--- config.mk ---
export PLATFORM = sky130hd
export DESIGN_NAME = lin_frame_receiver
export DESIGN_NICKNAME = d
export VERILOG_FILES = /design/src/lin_rx_pkg.sv /design/src/lin_frame_receiver.sv /design/src/lin_rx_in_stage.sv /design/src/lin_rx_parser.sv /design/src/lin_rx_out_stage.sv
export SDC_FILE = /design/constraint.sdc
export NUM_CORES = 1
export LEC_CHECK = 0
export ABC_AREA = 1
export BUFFER_PORTS_ARGS = -buffer_cell sky130_fd_sc_hd__buf_4
export CAP_MARGIN = 30
export CORE_ASPECT_RATIO = 0.7
export CORE_MARGIN = 2
export CORE_UTILIZATION = 55
export CTS_CLUSTER_SIZE = 40
export DETAILED_ROUTE_END_ITERATION = 6
export GPL_TIMING_DRIVEN = 0
export HOLD_SLACK_MARGIN = 0.02
export MAX_ROUTING_LAYER = met4
export PLACE_DENSITY_LB_ADDON = 0.3
export RECOVER_POWER = 25
export SLEW_MARGIN = 20
export SYNTH_ARGS = -nofsm -noshare
export SYNTH_HDL_FRONTEND = slang
export SYNTH_SLANG_ARGS = --single-unit
--- constraint.sdc ---
create_clock -name clk_i -period 9.5 [get_ports clk_i]
set_clock_uncertainty 0.1 [all_clocks]
set_input_delay 0.475 -clock clk_i [delete_from_list [all_inputs] [get_ports clk_i]]
set_output_delay 0.475 -clock clk_i [all_outputs]
set_load 0.005 [all_outputs]
--- src/lin_rx_pkg.sv ---
`timescale 1ns / 1ps

package lin_rx_pkg;

  // Frame layout
  localparam int PAYLOAD_LEN    = 8;
  localparam int NUM_BYTES      = 8;
  localparam int POS_W          = 4;
  localparam int IDX_W          = 3;
  localparam int SYNC_SKIP_MAX  = 3;
  localparam int SKIP_W         = 2;
  localparam int ID_COUNT_MAX   = 6;
  localparam int ID_COUNT_W     = 3;
  localparam int TIMEOUT_W      = 20;

  localparam logic [7:0] SYNC_BYTE = 8'h55;
  localparam logic [7:0] ZERO_BYTE = 8'h00;
  localparam logic [TIMEOUT_W-1:0] TICK_MAX      = '1;
  localparam logic [TIMEOUT_W-1:0] TIMEOUT_RESET = 20'd5313;

  // Configuration register indexes
  localparam int CFG_IDX_W = 2;
  localparam logic [CFG_IDX_W-1:0] CFG_TIMEOUT_ENABLE = 2'd0;
  localparam logic [CFG_IDX_W-1:0] CFG_TIMEOUT_US     = 2'd1;

  // Result status codes
  localparam logic [1:0] STATUS_GOOD     = 2'd0;
  localparam logic [1:0] STATUS_PARITY   = 2'd1;
  localparam logic [1:0] STATUS_CHECKSUM = 2'd2;
  localparam logic [1:0] STATUS_TIMEOUT  = 2'd3;

  typedef struct packed {
    logic       func;
    logic [7:0] rx_byte;
    logic       framing_error;
  } lin_rx_in_t;

  typedef struct packed {
    logic [1:0] status;
    logic [5:0] frame_id;
    logic [3:0] length;
    logic [7:0] byte_zero;
    logic [7:0] byte_one;
    logic [7:0] byte_two;
    logic [7:0] byte_three;
    logic [7:0] byte_four;
    logic [7:0] byte_five;
    logic [7:0] byte_six;
    logic [7:0] byte_seven;
    logic       rate_confirmed;
  } lin_rx_out_t;

  typedef struct packed {
    logic                 timeout_enable;
    logic [TIMEOUT_W-1:0] timeout_us;
  } lin_rx_cfg_t;

  typedef struct packed {
    logic        emit;
    lin_rx_out_t data;
  } lin_rx_res_t;

  // Ones' complement (end-around carry) byte add
  function automatic logic [7:0] eac_add(input logic [7:0] a, input logic [7:0] b);
    logic [8:0] s;
    s = {1'b0, a} + {1'b0, b};
    return s[7:0] + {7'd0, s[8]};
  endfunction

  function automatic logic parity_ok(input logic [7:0] p);
    logic [5:0] id;
    logic       b0;
    logic       b1;
    id = p[5:0];
    b0 = id[0] ^ id[1] ^ id[2] ^ id[4];
    b1 = ~(id[1] ^ id[3] ^ id[4] ^ id[5]);
    return p == {b1, b0, id};
  endfunction

endpackage

--- src/lin_frame_receiver.sv ---
`timescale 1ns / 1ps
// Path: the byte that closes a frame is held in the input register, then parsed straight into
//   the result register, which offers the result beat.
// Throughput: one item (byte or tick) per cycle; the parser takes the input register each
//   cycle that the result register is empty or being drained.
// Reset (rst_ni low, async): waiting for break, counters and timer cleared, timeout disabled,
//   timeout_us back to 5313. The payload store is not reset.

module lin_frame_receiver (
  input  logic                                  clk_i,
  input  logic                                  rst_ni,
  // Item channel: UART bytes and microsecond ticks
  input  logic                                  in_valid_i,
  output logic                                  in_stall_o,
  input  lin_rx_pkg::lin_rx_in_t                in_data_i,
  // Result channel: one beat per reported frame
  output logic                                  out_valid_o,
  input  logic                                  out_stall_i,
  output lin_rx_pkg::lin_rx_out_t               out_data_o,
  // Configuration writes
  input  logic                                  cfg_we_i,
  input  logic [lin_rx_pkg::CFG_IDX_W-1:0]      cfg_index_i,
  input  logic [lin_rx_pkg::TIMEOUT_W-1:0]      cfg_data_i
);
  import lin_rx_pkg::*;

  lin_rx_cfg_t cfg_q;
  lin_rx_in_t  item;
  lin_rx_res_t res;
  logic        item_valid;
  logic        take;
  logic        fire;

  // Config registers; writes to unknown indexes fall away
  always_ff @(posedge clk_i or negedge rst_ni) begin
    if (!rst_ni) begin
      cfg_q.timeout_enable <= 1'b0;
      cfg_q.timeout_us     <= TIMEOUT_RESET;
    end else if (cfg_we_i) begin
      case (cfg_index_i)
        CFG_TIMEOUT_ENABLE: cfg_q.timeout_enable <= cfg_data_i[0];
        CFG_TIMEOUT_US:     cfg_q.timeout_us     <= cfg_data_i;
        default: begin
        end
      endcase
    end
  end

  // The parser consumes the held beat whenever the result register can take a result
  assign fire = item_valid & take;

  lin_rx_in_stage u_in (
    .clk_i        (clk_i),
    .rst_ni       (rst_ni),
    .in_valid_i   (in_valid_i),
    .in_stall_o   (in_stall_o),
    .in_data_i    (in_data_i),
    .take_i       (take),
    .item_valid_o (item_valid),
    .item_o       (item)
  );

  lin_rx_parser u_parser (
    .clk_i  (clk_i),
    .rst_ni (rst_ni),
    .fire_i (fire),
    .item_i (item),
    .cfg_i  (cfg_q),
    .res_o  (res)
  );

  lin_rx_out_stage u_out (
    .clk_i       (clk_i),
    .rst_ni      (rst_ni),
    .fire_i      (fire),
    .res_i       (res),
    .take_o      (take),
    .out_valid_o (out_valid_o),
    .out_stall_i (out_stall_i),
    .out_data_o  (out_data_o)
  );

endmodule

--- src/lin_rx_in_stage.sv ---
`timescale 1ns / 1ps

module lin_rx_in_stage (
  input  logic                   clk_i,
  input  logic                   rst_ni,
  input  logic                   in_valid_i,
  output logic                   in_stall_o,
  input  lin_rx_pkg::lin_rx_in_t in_data_i,
  input  logic                   take_i,
  output logic                   item_valid_o,
  output lin_rx_pkg::lin_rx_in_t item_o
);
  import lin_rx_pkg::*;

  logic       valid_q;
  lin_rx_in_t item_q;
  logic       load;

  // Held beat leaves when the parser takes it; a new one may enter the same cycle.
  assign in_stall_o   = valid_q & ~take_i;
  assign load         = ~in_stall_o;
  assign item_valid_o = valid_q;
  assign item_o       = item_q;

  always_ff @(posedge clk_i or negedge rst_ni) begin
    if (!rst_ni) begin
      valid_q <= 1'b0;
    end else if (load) begin
      valid_q <= in_valid_i;
    end
  end

  always_ff @(posedge clk_i) begin
    if (load && in_valid_i) begin
      item_q <= in_data_i;
    end
  end

endmodule

--- src/lin_rx_parser.sv ---
`timescale 1ns / 1ps

module lin_rx_parser (
  input  logic                    clk_i,
  input  logic                    rst_ni,
  input  logic                    fire_i,
  input  lin_rx_pkg::lin_rx_in_t  item_i,
  input  lin_rx_pkg::lin_rx_cfg_t cfg_i,
  output lin_rx_pkg::lin_rx_res_t res_o
);
  import lin_rx_pkg::*;

  typedef enum logic [1:0] {
    PH_WAIT_BREAK,
    PH_ID,
    PH_DATA,
    PH_CHECK
  } phase_e;

  phase_e                  phase_q, phase_d;
  logic                    break_q, break_d;
  logic [SKIP_W-1:0]       skip_q, skip_d;
  logic [POS_W-1:0]        pos_q, pos_d;
  logic [7:0]              id_q, id_d;
  logic [7:0]              prev_q, prev_d;
  logic                    timer_q, timer_d;
  logic [TIMEOUT_W-1:0]    ticks_q, ticks_d;
  logic [ID_COUNT_W-1:0]   idcnt_q, idcnt_d;
  logic [7:0]              sum_q, sum_d;       // sum of all stored bytes
  logic [7:0]              sum_prev_q, sum_prev_d; // sum without the latest byte
  logic [7:0]              last_q, last_d;
  logic [7:0]              payload_q [NUM_BYTES];
  logic                    wr_en;
  logic [IDX_W-1:0]        wr_idx;
  logic                    emit;
  logic [1:0]              status;
  logic [3:0]              length;
  logic [7:0]              masked [NUM_BYTES];

  always_comb begin
    logic              bp;
    logic [SKIP_W-1:0] sk;
    phase_e            ph;
    logic              done;
    logic [7:0]        d;
    phase_d    = phase_q;
    break_d    = break_q;
    skip_d     = skip_q;
    pos_d      = pos_q;
    id_d       = id_q;
    prev_d     = prev_q;
    timer_d    = timer_q;
    ticks_d    = ticks_q;
    idcnt_d    = idcnt_q;
    sum_d      = sum_q;
    sum_prev_d = sum_prev_q;
    last_d     = last_q;
    wr_en      = 1'b0;
    wr_idx     = pos_q[IDX_W-1:0];
    emit       = 1'b0;
    status     = STATUS_GOOD;
    length     = 4'd0;
    bp         = break_q;
    sk         = skip_q;
    ph         = phase_q;
    done       = 1'b0;
    d          = item_i.rx_byte;

    if (fire_i) begin
      if (item_i.func) begin
        // Microsecond tick
        if (timer_q && ticks_q != TICK_MAX) begin
          ticks_d = ticks_q + 1'b1;
        end
        if (cfg_i.timeout_enable && timer_q &&
            (phase_q == PH_DATA || phase_q == PH_CHECK) &&
            ticks_d > cfg_i.timeout_us) begin
          if (pos_q > POS_W'(1)) begin
            // Latest byte taken as checksum over the bytes before it
            if (last_q == ~eac_add(id_q, sum_prev_q) || last_q == ~sum_prev_q) begin
              emit   = 1'b1;
              status = STATUS_TIMEOUT;
              length = pos_q - 1'b1;
            end
          end else begin
            emit   = 1'b1;
            status = STATUS_TIMEOUT;
            length = 4'd0;
          end
          break_d = 1'b0;
          skip_d  = '0;
          phase_d = PH_WAIT_BREAK;
          pos_d   = '0;
          timer_d = 1'b0;
        end
      end else begin
        // Received byte: break detection first
        if (item_i.framing_error && prev_q == ZERO_BYTE) begin
          bp = 1'b1;
          sk = '0;
        end
        if (bp) begin
          if (d == SYNC_BYTE && prev_q == ZERO_BYTE) begin
            bp      = 1'b0;
            ph      = PH_ID;
            pos_d   = '0;
            id_d    = 8'd0;
            timer_d = 1'b0;
            done    = 1'b1;
          end else if (d == ZERO_BYTE && sk < SKIP_W'(SYNC_SKIP_MAX)) begin
            sk   = sk + 1'b1;
            done = 1'b1;
          end else begin
            bp = 1'b0;
            ph = PH_WAIT_BREAK;
          end
        end
        break_d = bp;
        skip_d  = sk;
        phase_d = ph;

        if (!done) begin
          prev_d = d;
          case (ph)
            PH_ID: begin
              id_d = d;
              if (!parity_ok(d)) begin
                phase_d = PH_WAIT_BREAK;
                emit    = 1'b1;
                status  = STATUS_PARITY;
              end else begin
                if (idcnt_q < ID_COUNT_W'(ID_COUNT_MAX)) begin
                  idcnt_d = idcnt_q + 1'b1;
                end
                pos_d      = '0;
                timer_d    = 1'b1;
                ticks_d    = '0;
                sum_d      = 8'd0;
                sum_prev_d = 8'd0;
                phase_d    = PH_DATA;
              end
            end
            PH_DATA: begin
              if (pos_q >= POS_W'(NUM_BYTES)) begin
                phase_d = PH_WAIT_BREAK;
              end else begin
                wr_en      = 1'b1;
                last_d     = d;
                sum_prev_d = sum_q;
                sum_d      = eac_add(sum_q, d);
                pos_d      = pos_q + 1'b1;
                if (pos_d >= POS_W'(PAYLOAD_LEN)) begin
                  phase_d = PH_CHECK;
                end
              end
            end
            PH_CHECK: begin
              phase_d = PH_WAIT_BREAK;
              emit    = 1'b1;
              if (d == ~eac_add(id_q, sum_q) || d == ~sum_q) begin
                status = STATUS_GOOD;
                length = (d != ZERO_BYTE) ? 4'(PAYLOAD_LEN) : 4'(PAYLOAD_LEN - 1);
              end else begin
                status = STATUS_CHECKSUM;
              end
              pos_d = '0;
            end
            default: begin
            end
          endcase
        end
      end
    end
  end

  always_ff @(posedge clk_i or negedge rst_ni) begin
    if (!rst_ni) begin
      phase_q    <= PH_WAIT_BREAK;
      break_q    <= 1'b0;
      skip_q     <= '0;
      pos_q      <= '0;
      id_q       <= 8'd0;
      prev_q     <= 8'd0;
      timer_q    <= 1'b0;
      ticks_q    <= '0;
      idcnt_q    <= '0;
      sum_q      <= 8'd0;
      sum_prev_q <= 8'd0;
      last_q     <= 8'd0;
    end else begin
      phase_q    <= phase_d;
      break_q    <= break_d;
      skip_q     <= skip_d;
      pos_q      <= pos_d;
      id_q       <= id_d;
      prev_q     <= prev_d;
      timer_q    <= timer_d;
      ticks_q    <= ticks_d;
      idcnt_q    <= idcnt_d;
      sum_q      <= sum_d;
      sum_prev_q <= sum_prev_d;
      last_q     <= last_d;
    end
  end

  // Payload store, no reset: only written entries are ever reported
  always_ff @(posedge clk_i) begin
    if (wr_en) begin
      payload_q[wr_idx] <= item_i.rx_byte;
    end
  end

  always_comb begin
    for (int i = 0; i < NUM_BYTES; i++) begin
      masked[i] = (4'(i) < length) ? payload_q[i] : 8'd0;
    end
  end

  always_comb begin
    res_o.emit                = emit;
    res_o.data.status         = status;
    res_o.data.frame_id       = id_d[5:0];
    res_o.data.length         = length;
    res_o.data.byte_zero      = masked[0];
    res_o.data.byte_one       = masked[1];
    res_o.data.byte_two       = masked[2];
    res_o.data.byte_three     = masked[3];
    res_o.data.byte_four      = masked[4];
    res_o.data.byte_five      = masked[5];
    res_o.data.byte_six       = masked[6];
    res_o.data.byte_seven     = masked[7];
    res_o.data.rate_confirmed = (idcnt_q >= ID_COUNT_W'(ID_COUNT_MAX));
  end

endmodule

--- src/lin_rx_out_stage.sv ---
`timescale 1ns / 1ps

module lin_rx_out_stage (
  input  logic                    clk_i,
  input  logic                    rst_ni,
  input  logic                    fire_i,
  input  lin_rx_pkg::lin_rx_res_t res_i,
  output logic                    take_o,
  output logic                    out_valid_o,
  input  logic                    out_stall_i,
  output lin_rx_pkg::lin_rx_out_t out_data_o
);
  import lin_rx_pkg::*;

  logic        valid_q;
  lin_rx_out_t data_q;

  // Free when empty or when the held beat goes this cycle
  assign take_o      = ~valid_q | ~out_stall_i;
  assign out_valid_o = valid_q;
  assign out_data_o  = data_q;

  always_ff @(posedge clk_i or negedge rst_ni) begin
    if (!rst_ni) begin
      valid_q <= 1'b0;
    end else if (fire_i && res_i.emit) begin
      valid_q <= 1'b1;
    end else if (!out_stall_i) begin
      valid_q <= 1'b0;
    end
  end

  always_ff @(posedge clk_i) begin
    if (fire_i && res_i.emit) begin
      data_q <= res_i.data;
    end
  end

endmodule

==> flow_metrics.py <==
metrics = {
    "power": {
        "power_mw": 2.286,
        "power_switching_share_pct": 23.58,
        "p_seq_share_pct": 52.4,
        "power_switching_mw": 0.5390,
        "leakage_nw": 6.885,
        "p_comb_share_pct": 7.8,
        "powerDensity_nw_per_um2": 155.0,
        "vdd_ir_drop_max_mv": 0.1154,
        "pwr-share-clk_pct": 39.7,
        "p_int_mw": 1.747,
    },
    "route": {
        "drc": 0,
        "vias": 9431,
        "routed_via_density": 5.251,
        "first_iter_violations": 679,
        "firstDrtPassIters": 5,
        "routed_wirelength_um": 28770,
        "drt-wirelength-per-cell_um": 16.02,
        "ant_nets": 0,
    },
    "critical_path": {
        "timing.rr.start": "u_parser.ticks_q[0]",
        "start_kind": "flip-flop",
        "crit_fanout": 22,
        "required_ns": 9.62,
        "critPathKind": "flip-flop to flip-flop",
        "reg2reg_slack_ns": 4.26,
        "reg2reg_depth": 26,
        "worstReg2RegEnd": "u_out.out_data_o[37]",
        "arrival_ns": 5.36,
        "cp-end-kind": "flip-flop",
    },
    "die": {
        "die_h_um": 130.4,
        "fp.dieW_um": 184.6,
        "dieArea_um2": 24070,
        "initial_utilization_pct": 55.78,
        "core_area_um2": 22500,
        "rows": 46,
        "ios": 116,
    },
    "synthesis": {
        "synthCells": 1313,
        "yosys_warnings": 0,
        "seq_area_frac_synth_pct": 55.31,
        "synth_area_um2": 12550,
        "ys_seq_elements": 247,
        "synth_edf_count": 151,
        "syn_nets": 1416,
        "synthArstFlopShare_pct": 38.87,
        "ys.flop_type": "edfxtp_1",
        "avgSynthCellArea_um2": 9.560,
        "synth_cell_type_count": 52,
    },
    "grt": {
        "grt_overflow": 0,
        "grt_usage_pct": 25.13,
        "busiest_layer": "met2",
        "use_met1_pct": 35.85,
        "met3_usage_pct": 3.991,
        "grt_pass1_vias": 9038,
        "grt_max_degree": 97,
        "use_met2_pct": 38.32,
        "antenna_found_initial": 0,
        "grt_pass1_wl_um": 45770,
    },
    "min_path": {
        "min_path_type": "primary input to flip-flop",
        "hold_path_end": "u_in.item_o[3]",
        "hold_path_depth": 1,
        "min_from": "in_data_i[3]",
    },
    "final_layout": {
        "fin_area_um2": 14740,
        "syn_to_final_growth_pct": 17.46,
        "multiInputGateArea_um2": 4631,
        "seq_area_um2": 6943,
        "fin_nets": 1570,
        "n_antenna_cell": 0,
        "n_fill_cell": 1718,
        "layout-drive-gt1-share_pct": 16.31,
    },
    "status": {
        "status": "finished with violations",
        "violations": "capacitance limit, slew limit",
    },
    "timing": {
        "hold_ws_ns": 0.05391,
        "fin_crit_sh_pct": 55.21,
        "period_needed_ns": 5.245,
        "relSlewSlack_pct": -127.0,
        "timing.fmax_mhz": 190.7,
        "hold_viol": 0,
        "maxSlewViolCount": 99,
        "tightestPinTransition_ns": 3.406,
        "rsz0062_at_grt": "false",
        "setup_viol": 0,
    },
    "clocking": {
        "htree_num_levels": 1,
        "cts_tree": "yes",
        "clock_latency_ns": 0.52,
        "clock_path_buffers": 3,
        "clk_pin_slew_worst_paths_ns": 0.07,
        "post_cts_resized": 0,
        "clock-root-buffer": "clkbuf_16",
        "cts.hold.buffers_added": 1,
        "cts_sinks": 247,
        "cts_buffers": 24,
        "cts_setup_buffers": 0,
    },
    "place": {
        "dpl_cell_area_um2": 13980,
        "dp_hpwl_um": 21010,
        "port_buffers": 115,
        "place.gp.congestion": 0.9172,
    },
    "flow_run": {
        "drv_cap": 2,
    },
}
==> cell type report <==
cell class | instances | area share (%)
Sequential cell | 247 | 47.09
Tap cell | 312 | 2.648
Buffer | 16 | 0.5007
Timing Repair Buffer | 128 | 6.942
Clock buffer | 29 | 4.345
Clock inverter | 14 | 0.7383
Multi-Input combinational cell | 802 | 31.41
Inverter | 248 | 6.331
==> sequential cells by signal, summed over array words and instances, names as in the netlist, 8 cells and up <==
signal	cells
u_out.out_data_o	77
u_parser.payload_q	64
cfg_q	21
u_parser.ticks_q	20
u_in.item_o	10
u_parser.id_q	8
u_parser.last_q	8
u_parser.prev_q	8
u_parser.sum_prev_q	8
u_parser.sum_q	8
==> critical path: stages (launching register included) <==
cell,delay (ns)
dfrtp_1,0.40
ha_1,0.20
inv_1,0.06
nor3_1,0.05
nand2_1,0.08
nor2_1,0.07
nand2_1,0.06
nand2_1,0.11
inv_1,0.20
nand2_1,0.14
nor2_1,0.18
nand2_1,0.14
nor2_1,0.18
nand4_1,0.16
xor2_1,0.21
inv_1,0.07
ha_1,0.29
nand4_1,0.13
nor2_1,0.23
nor4b_1,0.48
nand2_1,0.10
nand3_1,0.13
nand3_1,0.12
o21bai_1,0.25
a21oi_4,0.38
buf_16,0.22
buf_16,0.19
==> metrics by stage <==
step / setup slack (ns) / TNS (ns) / util (%) / cells
after CTS: 4.292 / 0 / 65.48 / 1793
after global placement: -0.8514 / -60.67 / 61.35 / 1740
after detailed placement: 4.310 / 0 / 62.10 / 1749
after global routing: 3.263 / 0 / 65.52 / 1796
final: 4.255 / 0 / 65.52 / 1796
after floorplan: 1.935 / 0 / - / 1313
==> cell usage in the layout, fill, tap and decap left out, types with 20 or more instances in the layout <==
cell type  Yosys  final
a21oi_1       64     63
buf_4          1    105
clkbuf_1      10     20
clkbuf_16      0     25
dfrtp_1       91     91
edfxtp_1     151    151
ha_1          63     63
inv_1        234    234
nand2_1      237    237
nand3_1       60     60
nor2_1       121    121
nor2_2        20     20
o21ai_0       49     49
o22ai_1       38     38
xor2_1        39     39
==> worst max-delay path by stage <==
stage / depth (start not counted) / end / start
after floorplan: 24 / u_out.out_valid_o / u_parser.ticks_q[0]
after global placement: 25 / u_out.out_valid_o / u_parser.ticks_q[0]
after detailed placement: 26 / u_out.out_data_o[38] / u_parser.ticks_q[0]
after CTS: 26 / u_out.out_data_o[37] / u_parser.ticks_q[0]
after global routing: 3 / u_parser.break_q / rst_ni
final: 26 / u_out.out_data_o[37] / u_parser.ticks_q[0]
==> per-layer routing <==
metal / part of all wire [%] / vias up
li1: - / 4613
met5: 0 / -
met4: 1.7 / 0
met1: 46 / 4465
met3: 7.1 / 43
met2: 45 / 310
==> cell usage after synthesis, types with 2 or more instances <==
library cell | instances | area, µm²
nor3_1 | 17 | 85.08
nand2_1 | 237 | 889.6
clkbuf_1 | 10 | 37.54
nand2_8 | 2 | 40.04
a21o_1 | 2 | 15.01
nand2_4 | 3 | 33.78
o21bai_1 | 2 | 15.01
o22ai_1 | 38 | 237.7
edfxtp_1 | 151 | 4534
o211ai_1 | 3 | 22.52
nand3b_1 | 5 | 37.54
dfstp_2 | 5 | 131.4
fa_1 | 3 | 60.06
nand3_4 | 2 | 35.03
or2_2 | 3 | 18.77
nor2_2 | 20 | 125.1
nand3_2 | 5 | 50.05
buf_2 | 2 | 10.01
nor2_4 | 6 | 67.56
nor2_1 | 121 | 454.2
a21oi_1 | 64 | 320.3
buf_1 | 2 | 7.510
inv_2 | 13 | 48.80
nand3_1 | 60 | 300.3
ha_1 | 63 | 788.3
nand2_2 | 11 | 68.82
xnor2_1 | 8 | 70.07
xor2_1 | 39 | 341.6
nor4_1 | 5 | 31.28
o21ai_0 | 49 | 245.2
inv_1 | 234 | 878.3
dfrtp_1 | 91 | 2277
o21ai_1 | 3 | 15.01
nand4_1 | 16 | 100.1
==> power groups by stage <==
stage | sequential, mW | clock [mW] | combinational [mW]
after floorplan | 1.21 | 0 | 0.122
after global placement | 1.22 | 0 | 0.169
after detailed placement | 1.22 | 0 | 0.176
after CTS | 1.20 | 0.920 | 0.178
after global routing | 1.20 | 0.965 | 0.206
final | 1.20 | 0.908 | 0.178
==> cells by family after synthesis <==
group	count (synthesis)	synth area share, %
buf+inv	264	8.024
flops	247	55.31
fa+ha+maj	66	6.758
xor+xnor	47	3.280
simple gates	518	18.97
compound gates	171	7.656
(Power assumes the default switching activity.)
